## config.mk

```make
export PLATFORM = sky130hd
export DESIGN_NAME = radar_target_frame_parser_core
export DESIGN_NICKNAME = d
export VERILOG_FILES = /design/src/rtl/rtfp_pkg.sv /design/src/rtl/radar_target_frame_parser_core.sv /design/src/rtl/rtfp_window.sv /design/src/rtl/rtfp_datapath.sv /design/src/rtl/rtfp_ctrl.sv
export SDC_FILE = /design/constraint.sdc
export NUM_CORES = 2
export LEC_CHECK = 0
export ABC_AREA = 0
export BUFFER_PORTS_ARGS = -buffer_cell sky130_fd_sc_hd__buf_2
export CELL_PAD_IN_SITES_DETAIL_PLACEMENT = 1
export CELL_PAD_IN_SITES_GLOBAL_PLACEMENT = 1
export CORE_MARGIN = 2
export CORE_UTILIZATION = 40
export CTS_BUF_LIST = sky130_fd_sc_hd__clkbuf_4 sky130_fd_sc_hd__clkbuf_8 sky130_fd_sc_hd__clkbuf_16
export CTS_CLUSTER_DIAMETER = 120
export DETAILED_ROUTE_END_ITERATION = 16
export GPL_TIMING_DRIVEN = 0
export PLACE_DENSITY_LB_ADDON = 0.15
export SYNTH_ARGS = -nofsm -noshare
export SYNTH_HDL_FRONTEND = slang
export SYNTH_SLANG_ARGS = --single-unit
```

## constraint.sdc

```tcl
create_clock -name i_clk -period 14.2 [get_ports i_clk]
set_input_delay 2.84 -clock i_clk [delete_from_list [all_inputs] [get_ports i_clk]]
set_output_delay 2.84 -clock i_clk [all_outputs]
set_load 0.03 [all_outputs]
```

## src/rtl/rtfp_pkg.sv

```systemverilog
`timescale 1ns / 1ps
// ----------------------------------------------------------------------------
// Radar target frame parser package
// Frame geometry, marker bytes and the command and status types shared by
// the window, the controller, the datapath and the core.
// ----------------------------------------------------------------------------
package rtfp_pkg;

    // Frame geometry.
    localparam int TARGET_SLOTS     = 3;
    localparam int SLOT_BYTES       = 8;
    localparam int HDR_BYTES        = 4;
    localparam int TRL_BYTES        = 2;
    localparam int FRAME_LEN        = HDR_BYTES + SLOT_BYTES * TARGET_SLOTS + TRL_BYTES;
    localparam int SLOT_FIELD_BYTES = 6;

    // Derived widths.
    localparam int CNT_W      = $clog2(FRAME_LEN + 1);
    localparam int SLOT_IDX_W = (TARGET_SLOTS > 1) ? $clog2(TARGET_SLOTS) : 1;
    localparam int TCNT_W     = $clog2(TARGET_SLOTS + 1);
    localparam int SQRT_STEPS = 16;
    localparam int STEP_W     = $clog2(SQRT_STEPS);

    // Header and trailer bytes.
    localparam logic [7:0] HDR_B0 = 8'hAA;
    localparam logic [7:0] HDR_B1 = 8'hFF;
    localparam logic [7:0] HDR_B2 = 8'h03;
    localparam logic [7:0] HDR_B3 = 8'h00;
    localparam logic [7:0] TRL_B0 = 8'h55;
    localparam logic [7:0] TRL_B1 = 8'hCC;

    // Offset-binary word flip and the encoding of an empty value.
    localparam logic [15:0] SIGN_FLIP  = 16'h8000;
    localparam logic [15:0] EMPTY_WORD = 16'h8000;

    // Output transaction layout.
    localparam int OUT_FIELDS_W = 2 + 1 + 16 + 16;
    localparam int OUT_TDATA_W  = ((OUT_FIELDS_W + 7) / 8) * 8;

    // Slot bytes used by the decoder: X lo/hi, Y lo/hi, speed lo/hi.
    typedef logic [SLOT_FIELD_BYTES-1:0][7:0] t_slot;
    typedef t_slot [TARGET_SLOTS-1:0]         t_slots;

    // Controller to datapath commands.
    typedef struct packed {
        logic                  dec;
        logic                  add;
        logic                  cmp;
        logic                  sqrt_init;
        logic                  sqrt_step;
        logic                  finish;
        logic [SLOT_IDX_W-1:0] slot;
    } t_dp_cmd;

    // Status seen by the controller.
    typedef struct packed {
        logic start;
        logic out_free;
    } t_ctrl_stat;

endpackage

```

## src/rtl/radar_target_frame_parser_core.sv

```systemverilog
`timescale 1ns / 1ps
// ----------------------------------------------------------------------------
// Radar target frame parser core
// Finds multi-target frames in a received byte stream and reports the
// number of targets and the nearest one's distance and speed.
// ----------------------------------------------------------------------------
// Usage:
// The slave channel takes one received serial byte per transaction and
// normally accepts a byte every cycle. A frame is a header AA FF 03 00,
// 8 bytes per target slot and a trailer 55 CC, not overlapping the last
// accepted frame. Each accepted frame yields one master transaction.
// After the byte that completes the frame the engine decodes each slot,
// forms its squared range and compares it, then runs sixteen square root
// steps. The slave channel takes a byte per cycle, but input ready drops
// only when the byte at hand could complete a frame while the previous
// frame is still in the engine or waiting behind a full output register.
// A stalled receiver holds the result in the output register; one more
// result can wait in the engine behind it.
// Reset clears the window, sets the byte counter to a full frame and clears
// the held distance to zero.
// ----------------------------------------------------------------------------
module radar_target_frame_parser_core
    import rtfp_pkg::*;
(
    input  logic                   i_clk,
    input  logic                   i_rst_n,
    input  logic                   i_s_axis_tvalid,
    output logic                   o_s_axis_tready,
    input  logic [7:0]             i_s_axis_tdata,  // [7:0] rx_byte
    output logic                   o_m_axis_tvalid,
    input  logic                   i_m_axis_tready,
    // [1:0] target_count, [2] target_present, [18:3] nearest_distance_mm,
    // [34:19] nearest_speed, upper bits zero
    output logic [OUT_TDATA_W-1:0] o_m_axis_tdata
);

    logic                    w_accept;
    logic                    w_hit;
    logic                    w_near_frame;
    t_slots                  w_slots;
    t_dp_cmd                 w_cmd;
    t_ctrl_stat              w_stat;
    logic                    w_busy;
    logic [1:0]              w_count;
    logic                    w_present;
    logic [15:0]             w_distance;
    logic signed [15:0]      w_speed;
    logic                    r_out_valid;
    logic [OUT_TDATA_W-1:0]  r_out_data;

    // Input handshake.
    assign o_s_axis_tready = !(w_busy && w_near_frame);
    assign w_accept        = i_s_axis_tvalid && o_s_axis_tready;

    rtfp_window u_window (
        .i_clk        (i_clk),
        .i_rst_n      (i_rst_n),
        .i_accept     (w_accept),
        .i_byte       (i_s_axis_tdata),
        .o_hit        (w_hit),
        .o_near_frame (w_near_frame),
        .o_slots      (w_slots)
    );

    assign w_stat.start    = w_hit;
    assign w_stat.out_free = !r_out_valid || i_m_axis_tready;

    rtfp_ctrl u_ctrl (
        .i_clk   (i_clk),
        .i_rst_n (i_rst_n),
        .i_stat  (w_stat),
        .o_cmd   (w_cmd),
        .o_busy  (w_busy)
    );

    rtfp_datapath u_datapath (
        .i_clk      (i_clk),
        .i_rst_n    (i_rst_n),
        .i_load     (w_hit),
        .i_slots    (w_slots),
        .i_cmd      (w_cmd),
        .o_count    (w_count),
        .o_present  (w_present),
        .o_distance (w_distance),
        .o_speed    (w_speed)
    );

    // Output register.
    always_ff @(posedge i_clk) begin
        if (!i_rst_n) begin
            r_out_valid <= 1'b0;
        end else if (w_cmd.finish) begin
            r_out_valid <= 1'b1;
        end else if (i_m_axis_tready) begin
            r_out_valid <= 1'b0;
        end
    end

    always_ff @(posedge i_clk) begin
        if (w_cmd.finish) begin
            r_out_data <= OUT_TDATA_W'({w_speed, w_distance, w_present, w_count});
        end
    end

    assign o_m_axis_tvalid = r_out_valid;
    assign o_m_axis_tdata  = r_out_data;

    // A frame is only detected while the engine is free.
    a_hit_when_idle: assert property (@(posedge i_clk) disable iff (!i_rst_n)
        w_hit |-> !w_busy)
        else $error("frame detected while the engine is busy");

    // A detected frame starts the engine.
    a_hit_starts: assert property (@(posedge i_clk) disable iff (!i_rst_n)
        w_hit |=> w_busy)
        else $error("engine did not start on a detected frame");

    // The present flag agrees with the target count.
    a_present_count: assert property (@(posedge i_clk) disable iff (!i_rst_n)
        o_m_axis_tvalid |-> (o_m_axis_tdata[2] == (o_m_axis_tdata[1:0] != 2'd0)))
        else $error("target present flag disagrees with target count");

    // Without a target the speed is zero.
    a_no_target_speed: assert property (@(posedge i_clk) disable iff (!i_rst_n)
        (o_m_axis_tvalid && !o_m_axis_tdata[2]) |-> (o_m_axis_tdata[34:19] == 16'd0))
        else $error("nonzero speed reported without a target");

endmodule

```

## src/rtl/rtfp_window.sv

```systemverilog
`timescale 1ns / 1ps
// ----------------------------------------------------------------------------
// Frame window
// Shift window over the received bytes, the byte counter since the last
// accepted frame and the header and trailer match.
// ----------------------------------------------------------------------------
module rtfp_window
    import rtfp_pkg::*;
(
    input  logic       i_clk,
    input  logic       i_rst_n,
    input  logic       i_accept,
    input  logic [7:0] i_byte,
    output logic       o_hit,
    output logic       o_near_frame,
    output t_slots     o_slots
);

    logic [FRAME_LEN-1:0][7:0] r_win;
    logic [FRAME_LEN-1:0][7:0] n_win;
    logic [CNT_W-1:0]          r_cnt;
    logic [CNT_W-1:0]          n_cnt;
    logic                      w_hdr_ok;
    logic                      w_trl_ok;

    // Window after the incoming byte; index 0 is the oldest byte.
    assign n_win = {i_byte, r_win[FRAME_LEN-1:1]};

    // Saturating byte count including the incoming byte.
    assign n_cnt = (r_cnt < CNT_W'(FRAME_LEN)) ? r_cnt + CNT_W'(1) : r_cnt;

    assign w_hdr_ok = (n_win[0] == HDR_B0) && (n_win[1] == HDR_B1) &&
                      (n_win[2] == HDR_B2) && (n_win[3] == HDR_B3);
    assign w_trl_ok = (n_win[FRAME_LEN-2] == TRL_B0) && (n_win[FRAME_LEN-1] == TRL_B1);

    // A frame is taken only once a full frame length has gone by.
    assign o_hit = i_accept && (n_cnt == CNT_W'(FRAME_LEN)) && w_hdr_ok && w_trl_ok;

    // The next byte may complete a frame.
    assign o_near_frame = (r_cnt >= CNT_W'(FRAME_LEN - 1));

    // Slot fields as they stand once the incoming byte is in.
    always_comb begin
        for (int t = 0; t < TARGET_SLOTS; t++) begin
            for (int k = 0; k < SLOT_FIELD_BYTES; k++) begin
                o_slots[t][k] = n_win[HDR_BYTES + t * SLOT_BYTES + k];
            end
        end
    end

    always_ff @(posedge i_clk) begin
        if (!i_rst_n) begin
            r_win <= '0;
            r_cnt <= CNT_W'(FRAME_LEN);
        end else if (i_accept) begin
            r_win <= n_win;
            r_cnt <= o_hit ? '0 : n_cnt;
        end
    end

endmodule

```

## src/rtl/rtfp_datapath.sv

```systemverilog
`timescale 1ns / 1ps
// ----------------------------------------------------------------------------
// Target datapath
// Slot capture, offset-binary decode, squared range, nearest search,
// bit-pair integer square root and the held distance.
// ----------------------------------------------------------------------------
module rtfp_datapath
    import rtfp_pkg::*;
(
    input  logic              i_clk,
    input  logic              i_rst_n,
    input  logic              i_load,
    input  t_slots            i_slots,
    input  t_dp_cmd           i_cmd,
    output logic [1:0]        o_count,
    output logic              o_present,
    output logic [15:0]       o_distance,
    output logic signed [15:0] o_speed
);

    t_slots                  r_slots;
    logic [15:0]             r_ay;
    logic signed [15:0]      r_v;
    logic                    r_empty;
    logic [31:0]             r_sq;
    logic [31:0]             r_sum;
    logic [TCNT_W-1:0]       r_count;
    logic                    r_found;
    logic [31:0]             r_best;
    logic signed [15:0]      r_best_v;
    logic [31:0]             r_rem;
    logic [31:0]             r_res;
    logic [31:0]             r_bit;
    logic [15:0]             r_held;

    t_slot                   w_slot;
    logic signed [15:0]      w_x;
    logic signed [15:0]      w_y;
    logic signed [15:0]      w_v;
    logic [15:0]             w_ax;
    logic [15:0]             w_ay;
    logic [31:0]             w_trial;

    // Decode the selected slot: flipping bit 15 turns the offset-binary
    // word into two's complement.
    assign w_slot = r_slots[i_cmd.slot];
    assign w_x    = {w_slot[1], w_slot[0]} ^ SIGN_FLIP;
    assign w_y    = {w_slot[3], w_slot[2]} ^ SIGN_FLIP;
    assign w_v    = {w_slot[5], w_slot[4]} ^ SIGN_FLIP;
    // Negating -32768 gives 0x8000, which is right as an unsigned magnitude.
    assign w_ax   = w_x[15] ? 16'(-w_x) : 16'(w_x);
    assign w_ay   = w_y[15] ? 16'(-w_y) : 16'(w_y);

    assign w_trial = r_res + r_bit;

    // Slot capture, decode and squared range, one multiplication per cycle.
    always_ff @(posedge i_clk) begin
        if (i_load) begin
            r_slots <= i_slots;
        end
        if (i_cmd.dec) begin
            r_ay    <= w_ay;
            r_v     <= w_v;
            r_empty <= ({w_slot[1], w_slot[0]} == EMPTY_WORD) &&
                       ({w_slot[3], w_slot[2]} == EMPTY_WORD) &&
                       ({w_slot[5], w_slot[4]} == EMPTY_WORD);
            r_sq    <= 32'(w_ax) * 32'(w_ax);
        end
        if (i_cmd.add) begin
            r_sum <= r_sq + 32'(r_ay) * 32'(r_ay);
        end
    end

    // Count and nearest search; the first slot wins on equal sums.
    always_ff @(posedge i_clk) begin
        if (!i_rst_n) begin
            r_count <= '0;
            r_found <= 1'b0;
        end else if (i_load) begin
            r_count <= '0;
            r_found <= 1'b0;
        end else if (i_cmd.cmp && !r_empty) begin
            r_count <= r_count + TCNT_W'(1);
            if (!r_found || (r_sum < r_best)) begin
                r_found  <= 1'b1;
                r_best   <= r_sum;
                r_best_v <= r_v;
            end
        end
    end

    // Integer square root, one result bit per step.
    always_ff @(posedge i_clk) begin
        if (i_cmd.sqrt_init) begin
            r_rem <= r_best;
            r_res <= '0;
            r_bit <= 32'h4000_0000;
        end else if (i_cmd.sqrt_step) begin
            if (r_rem >= w_trial) begin
                r_rem <= r_rem - w_trial;
                r_res <= (r_res >> 1) + r_bit;
            end else begin
                r_res <= r_res >> 1;
            end
            r_bit <= r_bit >> 2;
        end
    end

    // Held distance follows the last frame that had a target.
    always_ff @(posedge i_clk) begin
        if (!i_rst_n) begin
            r_held <= '0;
        end else if (i_cmd.finish && r_found) begin
            r_held <= r_res[15:0];
        end
    end

    assign o_count    = (r_count > TCNT_W'(3)) ? 2'd3 : 2'(r_count);
    assign o_present  = r_found;
    assign o_distance = r_found ? r_res[15:0] : r_held;
    assign o_speed    = r_found ? r_best_v : 16'sd0;

endmodule

```

## src/rtl/rtfp_ctrl.sv

```systemverilog
`timescale 1ns / 1ps
// ----------------------------------------------------------------------------
// Frame controller
// Sequences the slot decode, the nearest search and the square root for
// one accepted frame, then hands the result to the output register.
// ----------------------------------------------------------------------------
module rtfp_ctrl
    import rtfp_pkg::*;
(
    input  logic       i_clk,
    input  logic       i_rst_n,
    input  t_ctrl_stat i_stat,
    output t_dp_cmd    o_cmd,
    output logic       o_busy
);

    localparam logic [2:0] S_IDLE = 3'd0;
    localparam logic [2:0] S_DEC  = 3'd1;
    localparam logic [2:0] S_ADD  = 3'd2;
    localparam logic [2:0] S_CMP  = 3'd3;
    localparam logic [2:0] S_SQI  = 3'd4;
    localparam logic [2:0] S_SQS  = 3'd5;
    localparam logic [2:0] S_DONE = 3'd6;

    logic [2:0]            r_state;
    logic [2:0]            n_state;
    logic [SLOT_IDX_W-1:0] r_slot;
    logic [SLOT_IDX_W-1:0] n_slot;
    logic [STEP_W-1:0]     r_step;
    logic [STEP_W-1:0]     n_step;

    // Next state and commands.
    always_comb begin
        n_state         = r_state;
        n_slot          = r_slot;
        n_step          = r_step;
        o_cmd           = '0;
        o_cmd.slot      = r_slot;
        unique case (r_state)
            S_IDLE: begin
                if (i_stat.start) begin
                    n_state = S_DEC;
                    n_slot  = '0;
                end
            end
            S_DEC: begin
                o_cmd.dec = 1'b1;
                n_state   = S_ADD;
            end
            S_ADD: begin
                o_cmd.add = 1'b1;
                n_state   = S_CMP;
            end
            S_CMP: begin
                o_cmd.cmp = 1'b1;
                if (r_slot == SLOT_IDX_W'(TARGET_SLOTS - 1)) begin
                    n_state = S_SQI;
                end else begin
                    n_slot  = r_slot + SLOT_IDX_W'(1);
                    n_state = S_DEC;
                end
            end
            S_SQI: begin
                o_cmd.sqrt_init = 1'b1;
                n_step          = '0;
                n_state         = S_SQS;
            end
            S_SQS: begin
                o_cmd.sqrt_step = 1'b1;
                n_step          = r_step + STEP_W'(1);
                if (r_step == STEP_W'(SQRT_STEPS - 1)) begin
                    n_state = S_DONE;
                end
            end
            S_DONE: begin
                if (i_stat.out_free) begin
                    o_cmd.finish = 1'b1;
                    n_state      = S_IDLE;
                end
            end
            default: begin
                n_state = S_IDLE;
            end
        endcase
    end

    always_ff @(posedge i_clk) begin
        if (!i_rst_n) begin
            r_state <= S_IDLE;
            r_slot  <= '0;
            r_step  <= '0;
        end else begin
            r_state <= n_state;
            r_slot  <= n_slot;
            r_step  <= n_step;
        end
    end

    assign o_busy = (r_state != S_IDLE);

endmodule
```

---- Yosys cells after proc, flatten, opt, wreduce, memory -nomap -nowiden ----
Cells that the tools add are included.
operators by class
  $add $sub $neg .......................... 10
  multiply operators ...................... 2
  $lt $le $gt $ge ......................... 6
  eq/ne operators ......................... 21
  multiplexer cells ....................... 29
  bitwise logic cells ..................... 5
  reductions and logical operators ........ 33
operator list
  cell                                                 number
  two-way mux 32 bit                                   4
  binary-select mux 48 bit (select 2 bit)              1
  multiplier 16 x 16 -> 32 bit                         2
  equality test 16 bit, second input constant          3
  two-way mux 16 bit                                   3
  two-way mux 48 bit                                   1
  adder 31 x 31 -> 32 bit                              1
  adder 32 x 31 -> 32 bit                              1
  adder 32 bit                                         1
  >= comparator 32 bit                                 1
  < comparator 32 bit                                  1
  negation 16 bit                                      2
  subtractor 32 bit                                    1
  equality test 8 bit, second input constant           3
  one-hot mux 3 bit (7 select lines)                   1
  logical AND 1 bit                                    13
  two-way mux 3 bit                                    4
  two-way mux 5 bit                                    2
  nonzero test 2 bit                                   5
  equality test 3 bit, second input constant           3
  two-way mux 1 bit                                    9
  equality test 8 x 2 -> 1 bit, second input constant  1
  equality test 8 x 7 -> 1 bit, second input constant  1
  zero test 8 bit                                      1
  other kinds (26)                                     41
word-level totals
  register bits ........................... 670
  input bits .............................. 12
  output and inout bits ................... 42

---- Logic depth before layout (Yosys ltp) ----
  word-level depth ........................ 9
  mapped depth ............................ 33

---- By module ----
A second synthesis with hierarchy kept.
second synthesis, totals
  cells, all modules ...................... 4329
  area total of the unflattened synthesis .. 45645.0 µm²
modules (own cells, without submodules)
  module                          times used  cells each  area each (µm²)  seq. area each (µm²)
  rtfp_datapath                   1           3263        33674.8          10950.5
  rtfp_window                     1           951         10248.6          4744.6
  radar_target_frame_parser_core  1           47          1151.1           1071.0
  rtfp_ctrl                       1           68          570.5            180.2

---- Least setup slack after synthesis ----
Ideal clock, no wire load.
  path type ............................... input -> register
  start point ............................. input i_s_axis_tdata[1]
  end point ............................... register u_ctrl.r_state[1]
  setup time .............................. 115 ps
  arrival time ............................ 10849 ps
  required time ........................... 14085 ps
  path slack .............................. 3237 ps
  stages on the path ...................... 7
  cells stage by stage .................... nor4b_1 -> nand4_1 -> nor4_1 -> nand4b_1 -> nor2_1 -> o21ai_0 -> a311oi_1
between the ends
  word-level cells in the longest chain between the ends .. 5
ends and longest elaborated chain
  element                          line                                  text
  from (decl)                      radar_target_frame_parser_core.sv:29  input logic [7:0] i_s_axis_tdata,
  equality test 8 bit              rtfp_window.sv:34                     assign w_trl_ok = (n_win[FRAME_LEN-2] == TRL_B0) && (n_win[FRAME_LEN-1] == TRL_B1);
  logical AND 1 bit                rtfp_window.sv:34
  logical AND 1 bit                rtfp_window.sv:37                     assign o_hit = i_accept && (n_cnt == CNT_W'(FRAME_LEN)) && w_hdr_ok && w_trl_ok;
  named net u_datapath.i_load      rtfp_datapath.sv:12                   input logic i_load,
  inequality test 2 bit (no line)  n/a
  AND reduction 3 bit (no line)    n/a
  to (signal assigned)             rtfp_ctrl.sv:93                       r_state <= n_state;
  to (decl)                        rtfp_ctrl.sv:25                       logic [2:0] r_state;
The timed path passes the listed nets, and every way through them passes these cells.
A chain may end at the register's enable or synchronous reset.

---- Worst setup path in the final report ----
  start point ............................. register u_ctrl.r_slot[1]
  end point ............................... register u_datapath.r_sq[27] (data pin)
between the ends
  word-level cells in the longest chain between the ends .. 6
ends and longest elaborated chain
  element                                     line                 text
  from (decl)                                 rtfp_ctrl.sv:27      logic [SLOT_IDX_W-1:0] r_slot;
  from (signal assigned)                      rtfp_ctrl.sv:94      r_slot <= n_slot;
  binary-select mux 48 bit (select 2 bit) *   rtfp_datapath.sv:46  assign w_slot = r_slots[i_cmd.slot];
  two-way mux 48 bit (not written as such) *  rtfp_datapath.sv:46
  NOT 1 bit (no line)                         n/a
  negation 16 bit                             rtfp_datapath.sv:51  assign w_ax = w_x[15] ? 16'(-w_x) : 16'(w_x);
  two-way mux 16 bit *                        rtfp_datapath.sv:51
  multiplier 16 x 16 -> 32 bit *              rtfp_datapath.sv:67  r_sq <= 32'(w_ax) * 32'(w_ax);
  to (signal assigned)                        rtfp_datapath.sv:67
  to (decl)                                   rtfp_datapath.sv:25  logic [31:0] r_sq;
Mark *: on every way between the ends. The rest lies on a longest branch, timed or not. The select of a mux whose other input is x is not followed.

==> flow_summary.yaml <==
floorplan:
  die_h_microns: 337
  initial_utilization: 0.403
  rows: 122
  ios: 54
  dieWidth_microns: 337
  die_area_sq_um: 114000
  coreArea_sq_um: 110000
power_and_ir_drop:
  power_density_nw_per_um2: 86.5
  ir_drop_v: 0.0000810
  finalPower_mw: 4.29
  leakage_nw: 19.9
yosys:
  ys.flop_type: "edfxtp_1"
  synth.avg_cell_area_sq_um: 9.91
  syn_inst: 4483
  netlist_area_sq_um: 44400
  yosysTopAreaCellShare: 0.240
  yosys_warnings: 0
  ys_types: 81
  synth_edf_count: 355
  async_reset_ff_frac: 0
  synth_top_cell_by_area: "edfxtp_1"
  seq_area_frac_synth: 0.381
  synthTopCellsByCount: "nand2_1, inv_1, fa_1"
  synth-seq-cells: 669
  synth.area.top_cells: "edfxtp_1, fa_1, dfxtp_1"
  yosys.cell_count.top_type: "nand2_1"
routing:
  drt_iter0_drc: 1615
  wirelength_mm: 122
  postRouteAntennaNets: 0
  drc_errors: 0
  viasPerCell: 5.08
  vias: 31500
  firstDrtPassIters: 5
  avgRoutedWirePerCell_microns: 19.7
cts:
  cts_hold_buf: 0
  post-cts-setup-buffers: 0
  clock_latency_ns: 0.66
  cts.sinks: 669
  cts_buffers: 79
  cts_tree: "built"
  clockBufferDepth: 3
  clk_pin_slew_ns: 0.06
  cts_htree_levels: 3
  cts_resized: 0
  root_buffer: "clkbuf_16"
worst_hold_path:
  whs_endpoint: "u_datapath.r_best_v[5]"
  whs_path_depth: 0
  hold_start: "u_datapath.r_v[5]"
  worstHoldPathType: "register to register"
sta:
  tightestPinTransition_ns: 1.31
  period_share: 0.749
  finalWorstSetupSlack_ns: 3.56
  setup-violations-final: 0
  fin_hold_ws_ns: 0.422
  drv_slew: 0
  skew_ns: 0.0310
  relSlewSlack: 0.122
  setup_tns_ns: 0
  period_needed_ns: 10.64
  rsz0062_at_grt: "no"
  max_freq_mhz: 94.0
  hold_viol: 0
worst_setup_path:
  crit_path_start: "u_ctrl.r_slot[1]"
  r2r_end: "u_datapath.r_sq[27]"
  r2r_slack_ns: 3.56
  arrival_ns: 11.01
  cp_slowest_cell: "xnor2_1"
  path_max_fanout: 10
  required_ns: 14.58
  cp-end-kind: "register"
  cp-start-kind: "register"
  worstReg2RegStart: "u_ctrl.r_slot[1]"
  r2r_cells: 30
  max_stage_delay_ns: 0.80
  critPathKind: "register to register"
  path_common_cell: "fa_1"
layout:
  stdcell_area_sq_um: 49600
  fin_util: 0.449
  final_nets: 5306
  drive_gt1_frac: 0.0625
  fill_cells: 12400
  syn_to_final_growth_pct: 11.6
  final_cells: 6198
placement:
  dp_hpwl_mm: 97.0
  routabilityCongestion: 0.867
  numPortBuffers: 47
  placed_area_sq_um: 46800
  post-place-ws_ns: 3.56
  dp_cells: 6046
grt:
  grt_pass1_vias: 33300
  track_usage: 0.218
  grt_pass1_wl_mm: 191
  antenna_found_initial: 3
  grt_max_degree: 37
  grt_remaining_overflow: 0
outcome:
  status: "completed"
flow_run:
  maxCapViolCount: 0
[worst max-delay path: cells and delay by family, from the launching register on]
| kind | cells | cell delay (ns) |
|---|---|---|
| AOI/OAI and AO/OA | 7 | 2.15 |
| muxes | 1 | 0.20 |
| adders and majority gates | 8 | 3.48 |
| DFF | 1 | 0.49 |
| and+or+nand+nor | 5 | 1.26 |
| buffers and inverters | 7 | 1.89 |
| xor gates and xnor gates | 2 | 0.91 |
[placed cells by master, fill, tap and decap left out, types with 21 or more instances in the layout]
cell type / n
nand2_1: 783
inv_1: 578
fa_1: 359
edfxtp_1: 355
dfxtp_1: 314
ha_1: 295
a21boi_0: 254
nor2_1: 184
a21oi_1: 164
clkbuf_1: 160
o21ai_0: 135
xnor2_1: 95
and2_1: 86
clkbuf_16: 82
xor2_1: 81
nand3_1: 65
mux2i_1: 63
buf_2: 60
a21o_1: 58
nand4_1: 30
nor3_1: 27
nor2b_1: 26
o21a_1: 24
a31oi_1: 22
clkbuf_4: 21
[worst max-delay path by stage]
| stage | endpoint | slack [ns] |
|---|---|---|
| final | u_datapath.r_sq[27] | 3.56 |
| after global routing | u_datapath.r_sq[27] | 3.02 |
| after CTS | u_datapath.r_sq[29] | 3.51 |
| after detailed placement | u_datapath.r_sq[29] | 3.56 |
| after global placement | u_ctrl.r_state[1] | -1.01 |
| after floorplan | u_ctrl.r_state[1] | 3.24 |
[flip-flops by register name, summed over array words and instances, names as in the netlist, 31 cells and up]
register and cells:
u_datapath.r_rem 32, u_datapath.r_best 32, u_datapath.r_sum 32, u_window.n_win 88
u_datapath.r_slots 144, u_datapath.r_res 32, o_m_axis_tdata 35, u_datapath.r_sq 31
u_window.o_slots 144
[power breakdown]
group          total, mW  internal, mW  switching (mW)  leakage (nW)
logic              0.182        0.0676           0.115          12.9
registers           2.03          2.03         0.00172          5.70
clock network       2.08          1.22           0.862          1.36
total               4.29          3.31           0.979          19.9
[layer usage]
layer	up-vias	GRT usage	part of all wire
met3	148	0.0232	0.030
met5	-	0	0
met4	0	0.0612	0.025
met2	403	0.368	0.48
li1	15200	-	-
met1	15800	0.296	0.47
[final cells by class]
cell class	count	area, sq um	area share
antenna	3	7.51	0.000151
buffer	192	783	0.0158
clock buffer	118	2420	0.0487
clock inverter	30	307	0.00618
inverter	589	2210	0.0446
multi-input combinational	3048	24600	0.496
sequential	669	16900	0.342
tap	1488	1860	0.0375
timing repair buffer	61	467	0.00941
[logic make-up (layout without fill, tap and decap cells)]
| logic type | count (synthesis) | after routing | share of synthesized area |
|---|---|---|---|
| flops | 669 | 669 | 0.381 |
| mux | 82 | 82 | 0.0190 |
| simple gates | 1320 | 1320 | 0.132 |
| buf+inv | 781 | 990 | 0.0674 |
| compound gates | 796 | 796 | 0.119 |
| fa+ha+maj | 654 | 654 | 0.245 |
| xor+xnor | 179 | 179 | 0.0360 |
| other cells | 2 | 20 | 0.000169 |
No activity file was read; power rests on OpenSTA's default activity.
